`src/sha1_byte_stream_hasher_unit_assert.svh`:
```
// Assertion macros for the SHA-1 byte stream hasher.
`ifndef SHA1_BYTE_STREAM_HASHER_UNIT_ASSERT_SVH
`define SHA1_BYTE_STREAM_HASHER_UNIT_ASSERT_SVH

// The consequent must hold in the same cycle as the antecedent.
`define SHA1BSH_ASSERT_NOW(label, ante, cons, msg) \
    label: assert property (@(posedge clk) disable iff (!rst_n) (ante) |-> (cons)) \
        else $error(msg);

// The consequent must hold in the cycle after the antecedent.
`define SHA1BSH_ASSERT_NEXT(label, ante, cons, msg) \
    label: assert property (@(posedge clk) disable iff (!rst_n) (ante) |=> (cons)) \
        else $error(msg);

`endif

```
`src/sha1bsh_pkg.sv`:
```
// Package with the types, constants and codes of the SHA-1 byte stream hasher.
`default_nettype none

package sha1bsh_pkg;

    localparam logic CMD_APPEND = 1'b0;
    localparam logic CMD_FINISH = 1'b1;

    localparam int NUM_WORDS   = 5;
    localparam int LAST_ROUND  = 79;
    localparam int BLOCK_BYTES = 64;
    localparam int LEN_START   = 56;

    localparam logic [7:0] PAD_MARK = 8'h80;

    localparam logic [31:0] K0 = 32'h5a827999;
    localparam logic [31:0] K1 = 32'h6ed9eba1;
    localparam logic [31:0] K2 = 32'h8f1bbcdc;
    localparam logic [31:0] K3 = 32'hca62c1d6;

    localparam logic [31:0] INIT_CHAIN [NUM_WORDS] = '{
        32'h67452301, 32'hefcdab89, 32'h98badcfe, 32'h10325476, 32'hc3d2e1f0
    };

    typedef enum logic [2:0] {
        ST_IDLE,
        ST_ROUND,
        ST_ADD,
        ST_PAD_ZERO,
        ST_PAD_LEN,
        ST_DIGEST
    } state_t;

    typedef struct packed {
        logic       command;
        logic [7:0] data_byte;
    } cmd_t;

    typedef struct packed {
        logic [31:0] digest_word;
        logic [2:0]  word_index;
        logic        last_word;
    } dig_t;

endpackage

`default_nettype wire

```
`src/sha1_byte_stream_hasher_unit.sv`:
```
// SHA-1 byte stream hasher: buffering, padding, shared round unit and digest output.
//
// Each request carries one message byte to append, or a finish command. The byte
// that completes a 64-byte block starts a compression: one shared round unit runs
// the 80 rounds one per cycle, and then the add state adds the working words into
// the chaining words. A finish shifts in the padding one byte a cycle up to the end
// of the block (and through a second block when fewer than nine bytes were free),
// compresses, and then presents the five digest words one a cycle as the output
// side takes them. The block takes no request while it works.
`default_nettype none

module sha1_byte_stream_hasher_unit
    import sha1bsh_pkg::*;
(
    input  wire logic clk,
    input  wire logic rst_n,
    input  wire logic cmd_valid,
    output logic      cmd_ready,
    input  wire cmd_t cmd,
    output logic      dig_valid,
    input  wire logic dig_ready,
    output dig_t      dig
);

`include "sha1_byte_stream_hasher_unit_assert.svh"

    state_t       state_reg,  state_next;
    state_t       ret_reg,    ret_next;
    logic [6:0]   round_reg,  round_next;
    logic [6:0]   pad_cnt_reg, pad_cnt_next;
    logic [2:0]   len_idx_reg, len_idx_next;
    logic [2:0]   out_idx_reg, out_idx_next;
    logic [63:0]  bit_count_reg, bit_count_next;
    logic [31:0]  chain_reg [NUM_WORDS];
    logic [31:0]  chain_next [NUM_WORDS];
    logic [31:0]  work_reg [NUM_WORDS];
    logic [31:0]  work_next [NUM_WORDS];
    logic [511:0] blk_reg, blk_next;

    logic [5:0]   pos;
    logic [7:0]   len_byte;
    logic [31:0]  w_sched;
    logic [31:0]  w_cur;
    logic [31:0]  f_val;
    logic [31:0]  k_val;
    logic [31:0]  t_val;
    logic         cmd_fire;
    logic         dig_fire;

    assign pos       = bit_count_reg[8:3];
    assign len_byte  = bit_count_reg[{~len_idx_reg, 3'b000} +: 8];
    assign cmd_ready = (state_reg == ST_IDLE);
    assign dig_valid = (state_reg == ST_DIGEST);
    assign cmd_fire  = cmd_valid && cmd_ready;
    assign dig_fire  = dig_valid && dig_ready;

    assign dig.digest_word = chain_reg[out_idx_reg];
    assign dig.word_index  = out_idx_reg;
    assign dig.last_word   = (out_idx_reg == 3'(NUM_WORDS - 1));

    // The message schedule shares the block shift line: word 0 is the oldest.
    always_comb
    begin
        w_sched = blk_reg[511:480] ^ blk_reg[447:416] ^ blk_reg[255:224] ^ blk_reg[95:64];
        w_cur   = (round_reg < 7'd16) ? blk_reg[511:480] : {w_sched[30:0], w_sched[31]};
        if (round_reg < 7'd20)
        begin
            f_val = (work_reg[1] & work_reg[2]) | (~work_reg[1] & work_reg[3]);
            k_val = K0;
        end
        else if (round_reg < 7'd40)
        begin
            f_val = work_reg[1] ^ work_reg[2] ^ work_reg[3];
            k_val = K1;
        end
        else if (round_reg < 7'd60)
        begin
            f_val = (work_reg[1] & work_reg[2]) | (work_reg[1] & work_reg[3])
                  | (work_reg[2] & work_reg[3]);
            k_val = K2;
        end
        else
        begin
            f_val = work_reg[1] ^ work_reg[2] ^ work_reg[3];
            k_val = K3;
        end
        t_val = {work_reg[0][26:0], work_reg[0][31:27]} + f_val + work_reg[4] + k_val + w_cur;
    end

    always_comb
    begin
        state_next     = state_reg;
        ret_next       = ret_reg;
        round_next     = round_reg;
        pad_cnt_next   = pad_cnt_reg;
        len_idx_next   = len_idx_reg;
        out_idx_next   = out_idx_reg;
        bit_count_next = bit_count_reg;
        chain_next     = chain_reg;
        work_next      = work_reg;
        blk_next       = blk_reg;

        case (state_reg)
            ST_IDLE:
            begin
                if (cmd_fire)
                begin
                    if (cmd.command == CMD_APPEND)
                    begin
                        blk_next       = {blk_reg[503:0], cmd.data_byte};
                        bit_count_next = bit_count_reg + 64'd8;
                        if (pos == 6'(BLOCK_BYTES - 1))
                        begin
                            state_next = ST_ROUND;
                            ret_next   = ST_IDLE;
                            round_next = '0;
                            work_next  = chain_reg;
                        end
                    end
                    else
                    begin
                        blk_next     = {blk_reg[503:0], PAD_MARK};
                        pad_cnt_next = {1'b0, pos} + 7'd1;
                        state_next   = ST_PAD_ZERO;
                    end
                end
            end
            ST_PAD_ZERO:
            begin
                if (pad_cnt_reg == 7'(BLOCK_BYTES))
                begin
                    state_next   = ST_ROUND;
                    ret_next     = ST_PAD_ZERO;
                    round_next   = '0;
                    work_next    = chain_reg;
                    pad_cnt_next = '0;
                end
                else if (pad_cnt_reg == 7'(LEN_START))
                begin
                    state_next   = ST_PAD_LEN;
                    len_idx_next = '0;
                end
                else
                begin
                    blk_next     = {blk_reg[503:0], 8'h00};
                    pad_cnt_next = pad_cnt_reg + 7'd1;
                end
            end
            ST_PAD_LEN:
            begin
                blk_next     = {blk_reg[503:0], len_byte};
                len_idx_next = len_idx_reg + 3'd1;
                if (len_idx_reg == 3'd7)
                begin
                    state_next = ST_ROUND;
                    ret_next   = ST_DIGEST;
                    round_next = '0;
                    work_next  = chain_reg;
                end
            end
            ST_ROUND:
            begin
                work_next[0] = t_val;
                work_next[1] = work_reg[0];
                work_next[2] = {work_reg[1][1:0], work_reg[1][31:2]};
                work_next[3] = work_reg[2];
                work_next[4] = work_reg[3];
                blk_next     = {blk_reg[479:0], w_cur};
                if (round_reg == 7'(LAST_ROUND))
                begin
                    round_next = '0;
                    state_next = ST_ADD;
                end
                else
                begin
                    round_next = round_reg + 7'd1;
                end
            end
            ST_ADD:
            begin
                for (int i = 0; i < NUM_WORDS; i++)
                begin
                    chain_next[i] = chain_reg[i] + work_reg[i];
                end
                out_idx_next = '0;
                state_next   = ret_reg;
            end
            ST_DIGEST:
            begin
                if (dig_fire)
                begin
                    if (out_idx_reg == 3'(NUM_WORDS - 1))
                    begin
                        out_idx_next   = '0;
                        chain_next     = INIT_CHAIN;
                        bit_count_next = '0;
                        state_next     = ST_IDLE;
                    end
                    else
                    begin
                        out_idx_next = out_idx_reg + 3'd1;
                    end
                end
            end
            default:
            begin
                state_next = ST_IDLE;
            end
        endcase
    end

    always_ff @(posedge clk or negedge rst_n)
    begin
        if (!rst_n)
        begin
            state_reg     <= ST_IDLE;
            ret_reg       <= ST_IDLE;
            round_reg     <= '0;
            pad_cnt_reg   <= '0;
            len_idx_reg   <= '0;
            out_idx_reg   <= '0;
            bit_count_reg <= '0;
            chain_reg     <= INIT_CHAIN;
            for (int i = 0; i < NUM_WORDS; i++)
            begin
                work_reg[i] <= '0;
            end
        end
        else
        begin
            state_reg     <= state_next;
            ret_reg       <= ret_next;
            round_reg     <= round_next;
            pad_cnt_reg   <= pad_cnt_next;
            len_idx_reg   <= len_idx_next;
            out_idx_reg   <= out_idx_next;
            bit_count_reg <= bit_count_next;
            chain_reg     <= chain_next;
            work_reg      <= work_next;
        end
    end

    always_ff @(posedge clk)
    begin
        blk_reg <= blk_next;
    end

    `SHA1BSH_ASSERT_NOW(a_ready_excludes_digest, cmd_ready, !dig_valid,
        "request side ready while a digest word is shown")
    `SHA1BSH_ASSERT_NOW(a_round_in_range, state_reg == ST_ROUND,
        round_reg <= 7'(LAST_ROUND), "round counter beyond the last round")
    `SHA1BSH_ASSERT_NEXT(a_finish_blocks, cmd_fire && (cmd.command == CMD_FINISH),
        !cmd_ready && (bit_count_reg == $past(bit_count_reg)),
        "finish request did not start padding")
    `SHA1BSH_ASSERT_NEXT(a_restart_after_digest, dig_fire && dig.last_word,
        cmd_ready && (bit_count_reg == 64'd0) && (chain_reg[0] == INIT_CHAIN[0]),
        "hasher not returned to its initial state after the digest")

endmodule

`default_nettype wire

```
`config.mk`:
```
export PLATFORM = sky130hd
export DESIGN_NAME = sha1_byte_stream_hasher_unit
export DESIGN_NICKNAME = d
export VERILOG_FILES = /design/src/sha1bsh_pkg.sv /design/src/sha1_byte_stream_hasher_unit.sv
export VERILOG_INCLUDE_DIRS = /design/src /design/src/src
export SDC_FILE = /design/constraint.sdc
export NUM_CORES = 2
export LEC_CHECK = 0
export ABC_AREA = 1
export BUFFER_PORTS_ARGS = -buffer_cell sky130_fd_sc_hd__clkbuf_2
export CELL_PAD_IN_SITES_DETAIL_PLACEMENT = 1
export CELL_PAD_IN_SITES_GLOBAL_PLACEMENT = 1
export CORE_AREA = 2 2 483 485
export CTS_CLUSTER_DIAMETER = 200
export DETAILED_ROUTE_END_ITERATION = 7
export DIE_AREA = 0 0 485 487
export PLACE_DENSITY = 0.48
export SYNTH_ARGS = -nofsm -noshare
export SYNTH_HDL_FRONTEND = slang
export SYNTH_SLANG_ARGS = --single-unit
```
`constraint.sdc`:
```
create_clock -name clk -period 32.6 [get_ports clk]
set_input_delay 1.63 -clock clk [delete_from_list [all_inputs] [get_ports clk]]
set_output_delay 1.63 -clock clk [all_outputs]
set_load 0.02 [all_outputs]
```
---- After elaboration in Yosys (flattened, before gate mapping) ----
Index checks and enable logic that the tools add are counted.
word-level totals
  logic and storage cells ................. 161
  input bits .............................. 13
  output and inout bits ................... 38
  register bits ........................... 922
operators by class
  bitwise logic cells ..................... 15
  reduce and logical (&&, ||, !) cells .... 18
  muxes and demuxes ....................... 63
  magnitude comparators ................... 5
  add/subtract/negate cells ............... 15
  eq/ne operators ......................... 26
  shifts and indexed selects .............. 1
operator list
  operator                                                                       count
  512-bit one-hot mux with 4 select lines                                        1
  512-bit 2-to-1 mux                                                             3
  160-bit 2-to-1 mux                                                             7
  160-bit one-hot mux with 4 select lines                                        1
  160-bit one-hot mux with 2 select lines                                        1
  32-bit adder                                                                   9
  32-bit 2-to-1 mux                                                              8
  64-bit 2-to-1 mux                                                              4
  32-bit bitwise XOR                                                             5
  32-bit bitwise AND                                                             4
  64-bit one-hot mux with 2 select lines                                         1
  32-bit binary-select mux with 3-bit select                                     1
  32-bit bitwise OR                                                              3
  7-bit 2-to-1 mux                                                               10
  64-bit by 4-bit adder with 64-bit output (second input constant)               1
  64-bit by 7-bit variable part select with 8-bit output                         1
  3-bit 2-to-1 mux                                                               18
  32-bit inverter                                                                1
  31-bit 2-to-1 mux                                                              1
  7-bit one-hot mux with 4 select lines                                          1
  3-bit one-hot mux with 6 select lines                                          1
  7-bit by 1-bit adder with 7-bit output (second input constant)                 2
  7-bit equality test (second input constant)                                    2
  7-bit by 5-bit less-than comparator with 1-bit output (second input constant)  2
  other kinds (30)                                                               55

---- Depth between registers and ports, before layout ----
  depth after elaboration ................. 11
  mapped depth ............................ 27
  mapped depth without buffers ............ 26

---- Worst setup path after synthesis ----
OpenSTA, ideal clock, no wires.
  path kind ............................... in2reg
  from .................................... in cmd_valid
  to ...................................... reg blk_reg[0], enable pin
  data required time ...................... 31,037 ps
  path slack .............................. 4,666 ps
  library setup time ...................... 1,563 ps
  arrival ................................. 26,371 ps
  stages on the path ...................... 4
  cells stage by stage .................... inv_1 > nand2_1 > nand2_1 > a21oi_1
on the way
  word-level cells in the longest chain between the ends .. 3
RTL lines
  what                                                       line                                 text
  start: declaration                                         sha1_byte_stream_hasher_unit.sv:17   input wire logic cmd_valid,
  1-bit logical AND                                          sha1_byte_stream_hasher_unit.sv:54   assign cmd_fire = cmd_valid && cmd_ready;
  2-bit by 1-bit != test with 1-bit output (no source line)  -
  4-bit AND reduction (no source line)                       -
  end signal: assignment                                     sha1_byte_stream_hasher_unit.sv:245  blk_reg <= blk_next;
  end: declaration                                           sha1_byte_stream_hasher_unit.sv:38   logic [511:0] blk_reg, blk_next;
Every way passes these cells.
A chain may end at the register's enable or synchronous reset.

---- Final worst setup path ----
  from .................................... reg round_reg[4]
  to ...................................... reg work_reg[145] (netlist bit)
on the way
  word-level cells in the longest chain between the ends .. 9
  elaborated cells on any way between the ends .. 16
  classes of those cells .................. 4 x add/sub; 4 x order compare; 8 x mux
RTL lines
  what                                                   line                                 text
  start: declaration                                     sha1_byte_stream_hasher_unit.sv:29   logic [6:0] round_reg, round_next;
  start signal: assignment                               sha1_byte_stream_hasher_unit.sv:233  round_reg <= round_next;
  7-bit by 6-bit less-than comparator with 1-bit output  sha1_byte_stream_hasher_unit.sv:76   else if (round_reg < 7'd60)
  32-bit 2-to-1 mux                                      sha1_byte_stream_hasher_unit.sv:76
  32-bit 2-to-1 mux                                      sha1_byte_stream_hasher_unit.sv:71   else if (round_reg < 7'd40)
  32-bit 2-to-1 mux                                      sha1_byte_stream_hasher_unit.sv:66   if (round_reg < 7'd20)
  32-bit adder (3 in a row)                              sha1_byte_stream_hasher_unit.sv:87   t_val = {work_reg[0][26:0], work_reg[0][31:27]} + f_val + work_reg[4] + k_val + w_cur;
  32-bit adder *                                         sha1_byte_stream_hasher_unit.sv:87
  160-bit one-hot mux with 4 select lines *              sha1_byte_stream_hasher_unit.sv:103  case (state_reg)
  end signal: assignment                                 sha1_byte_stream_hasher_unit.sv:239  work_reg <= work_next;
  end: declaration                                       sha1_byte_stream_hasher_unit.sv:36   logic [31:0] work_reg [NUM_WORDS];
Mark *: on every way between the ends. The rest lies on a longest branch, timed or not.

==> results by stage <==
Floorplan:
- The number of placed I/O pins is 51.
- The number of standard-cell rows in the floorplan is 177.
- The region available for standard cell placement spans 0.231 mm².
- The die is 485 µm wide.
- The initial core utilization is 0.248.
- The die area is 0.236 mm².
- The die is 487 µm tall.

Worst setup path:
- For the worst setup path, the data arrival time is 7.50 ns.
- Counting both buffers and inverters, the worst setup path holds a total of 6.
- The delay of the slowest critical-path stage is 0.85 ns.
- The critical path data required time is 33.26 ns.
- In this run the worst path has a maximum fanout of 20.
- The kind of cell with the highest combined delay along the critical path is simple AND/OR/NAND/NOR gates.
- The worst setup path category is flip-flop to flip-flop.
- STA classifies the critical path startpoint as a flip-flop.
- The largest individual stage delay along the critical path comes from the cell clkinv_1.
- The critical path capture point type is a flip-flop.

Detailed routing:
- The total wire length after detailed routing is 250000 µm.
- The average routed wire per standard cell is 24.6 µm.
- The first detailed-routing pass took 5 iterations.
- After detailed routing, the number of vias per cell comes to 4.95.
- In this run, the number of DRC markers left after iteration 0 of detailed routing was 3930.
- After detailed routing, the number of remaining DRC violations is 0.
- The count of vias placed by the detailed router is 50300.
- The remaining antenna violation count is 0.

Global routing:
- The sum of overflow across all layers after global routing is 0.
- The number of global-route vias before repair is 51600.
- In the global route stage, overall resource usage came out at 0.209.
- Entering global routing, the biggest net connects 201 pins.
- The first-pass GRT wire length is 367000 µm.
- The number of antenna violations at the first check in global routing came to 9.

Layout:
- From synthesis to final layout, the design area changed by 12.8%.
- The storage element area is 0.0257 mm².
- The net count of the finished layout is 7345.
- In the final layout, the multi-input gates occupy 0.0271 mm².
- The number of fill cells in the layout is 27300.
- The flip-flop count of the largest register after layout is 512.
- Of the cells placed in the final design, the portion with a size suffix greater than 1 is 0.0560.
- At the end of the flow the core is filled with cells to 0.280.

CTS:
- TritonCTS built the clock tree.
- The TritonCTS buffer count is 118.
- Clock tree synthesis found a total of 919 sinks.
- No sink is reached through more buffers than the 3 on the longest clock path.
- In this run the post-CTS setup repair buffer count came out at 0.
- At the later pin of the worst-skew pair, clock insertion delay measures 0.80 ns.
- Clock tree synthesis selected as its root buffer the cell clkbuf_16.
- In this run, post-CTS repair resized a total of 0 instances.
- After clock tree synthesis, the clock-pin slew on the worst setup and hold paths is 0.07 ns.
- The clock tree synthesis step divided the H-tree into 3 levels.
- In this run, post-CTS hold repair placed 0 buffers.

Synth:
- A synthesized cell averages 8.15 µm².
- After synthesis, the share of flip-flops with an asynchronous set or reset is 0.443.
- The synthesized design contains 512 enable-type register cells.
- The Yosys step of the flow raised 0 warnings.
- In this run, distinct cell masters in the synthesized netlist total 54.
- The share of synthesized area in the top cell type comes to 0.268.
- The dominant combinational cell family by area after synthesis is simple AND/OR/NAND/NOR gates.
- Counting instances in the post-synthesis netlist gives the leading cell types as nand2_1, inv_1, o21ai_0.
- The parity-gate share of the synthesized area counting xor and xnor cells is 0.0284.
- The part of the Yosys area used for sequential elements is 0.447.
- The post-synthesis cell area is 0.0574 mm².
- In the post-synthesis netlist, the biggest area contributors are edfxtp_1, dfrtp_1, nand2_1, o21ai_0, inv_1.
- Of the total synthesized cell area, the portion taken by full adders, half adders and majority gates is 0.0874.
- edfxtp_1 takes more of the synthesized area than any other cell.
- The synthesized design contains 919 register bits.
- Synthesis produced a netlist whose cell count is 7039.
- The compound-gate portion of the synthesized area came to 0.169.
- The most instantiated flip-flop cell in the synthesis netlist is edfxtp_1.
- The synthesized net count is 7378.
- The mux share of post-synthesis cell area is 0.
- The leading cell type by number of instances after synthesis is nand2_1.
- The area fraction in and, or, nand and nor cells after synthesis is 0.187.

STA:
- The number of hold violations in the final report came to 0.
- The largest clock skew in the final design is 0.0370 ns.
- The count of final setup violators is 0.
- Setup repair after global routing left no endpoint under its margin.
- After layout, the minimum clock period comes to 6.84 ns.
- The total count of max-transition violations in the final report is 0.
- After routing, the total negative slack on setup checks comes to 0 ns.
- The normalized max-slew margin is 0.213.
- The highest clock rate is 146 MHz.
- The actual slew at the worst max-slew pin is 1.17 ns.
- Final hold analysis gives a worst-case slack of 0.493 ns.
- The period utilization is 0.210.

Hold path:
- The path class of the lowest-slack min-delay path is flip-flop to flip-flop.

Placed design:
- The number of buffer cells added on primary ports is 50.
- The global placement routability congestion is 0.922.
- The wire-length estimate of the detail-placed layout is 190000 µm.

Run:
- The max-capacitance violation count is 0.

Outcome:
- The run finished with clean final reports.
[kinds of logic (layout without fill, tap and decap cells)]
group | count (synthesis) | count (layout)
adders and majority gates | 326 | 326
xor gates and xnor gates | 186 | 186
DFF | 919 | 919
other | 0 | 1
buffers and inverters | 1217 | 1287
AOI/OAI and AO/OA | 1753 | 1753
and+or+nand+nor | 2638 | 2638
[per-layer routing]
layer | wire, µm | track usage
met4 | 7590 | 0.0633
met2 | 111000 | 0.326
met5 | 27 | 0
met3 | 11000 | 0.0239
met1 | 120000 | 0.301
[final cells by class]
class,count,share of cell area
repair buffers,116,0.0123
multi-input cells,4903,0.419
clock buffers,178,0.0519
flip-flops and latches,919,0.396
inverters,948,0.0553
well taps,3043,0.0588
diodes,1,0.0000387
clock inverters,45,0.00657
[tightest hold or removal path, cell delays in order (launching register included)]
cell,delay (ns)
dfrtp_1,0.35
nand2_1,0.05
o21ai_0,0.06
[final timing paths]
| path | cells after the start | startpoint | to | slack [ns] |
|---|---|---|---|---|
| setup / recovery | 25 | round_reg[4] | work_reg[145] | 25.76 |
| hold / removal | 2 | ret_reg[2] | ret_reg[2] | 0.49 |
| setup reg to reg | 25 | round_reg[4] | work_reg[145] | 25.76 |
| hold reg to reg | 2 | ret_reg[2] | ret_reg[2] | 0.49 |
| max in group asynchronous | 3 | rst_n | pad_cnt_reg[2] | 29.49 |
| min in group asynchronous | 1 | rst_n | chain_reg[94] | 0.91 |
[metrics by stage]
step	instances	area [µm²]	setup slack [ns]
final	10200	64700	25.76
after global routing	10200	64700	25.33
after CTS	10200	64700	25.79
after detailed placement	9929	60900	25.83
after global placement	9929	60900	25.95
after floorplan	7039	57400	4.67
[cells in the final DEF (no fill, tap or decap), types with 66 or more instances in the layout]
| cell type | Yosys | routed |
|---|---|---|
| a21oi_1 | 491 | 490 |
| clkbuf_16 | 0 | 119 |
| dfrtp_1 | 327 | 326 |
| dfstp_2 | 80 | 80 |
| edfxtp_1 | 512 | 512 |
| fa_1 | 125 | 125 |
| ha_1 | 201 | 201 |
| inv_1 | 933 | 932 |
| nand2_1 | 1655 | 1654 |
| nand3_1 | 309 | 309 |
| nand4_1 | 85 | 85 |
| nor2_1 | 476 | 476 |
| o21ai_0 | 820 | 818 |
| o22ai_1 | 195 | 195 |
| xnor2_1 | 120 | 120 |
| xor2_1 | 66 | 66 |
Power is left out: the tool's default activity adds up to more than one toggle a clock period on the data nets, which glitch-free logic cannot reach.
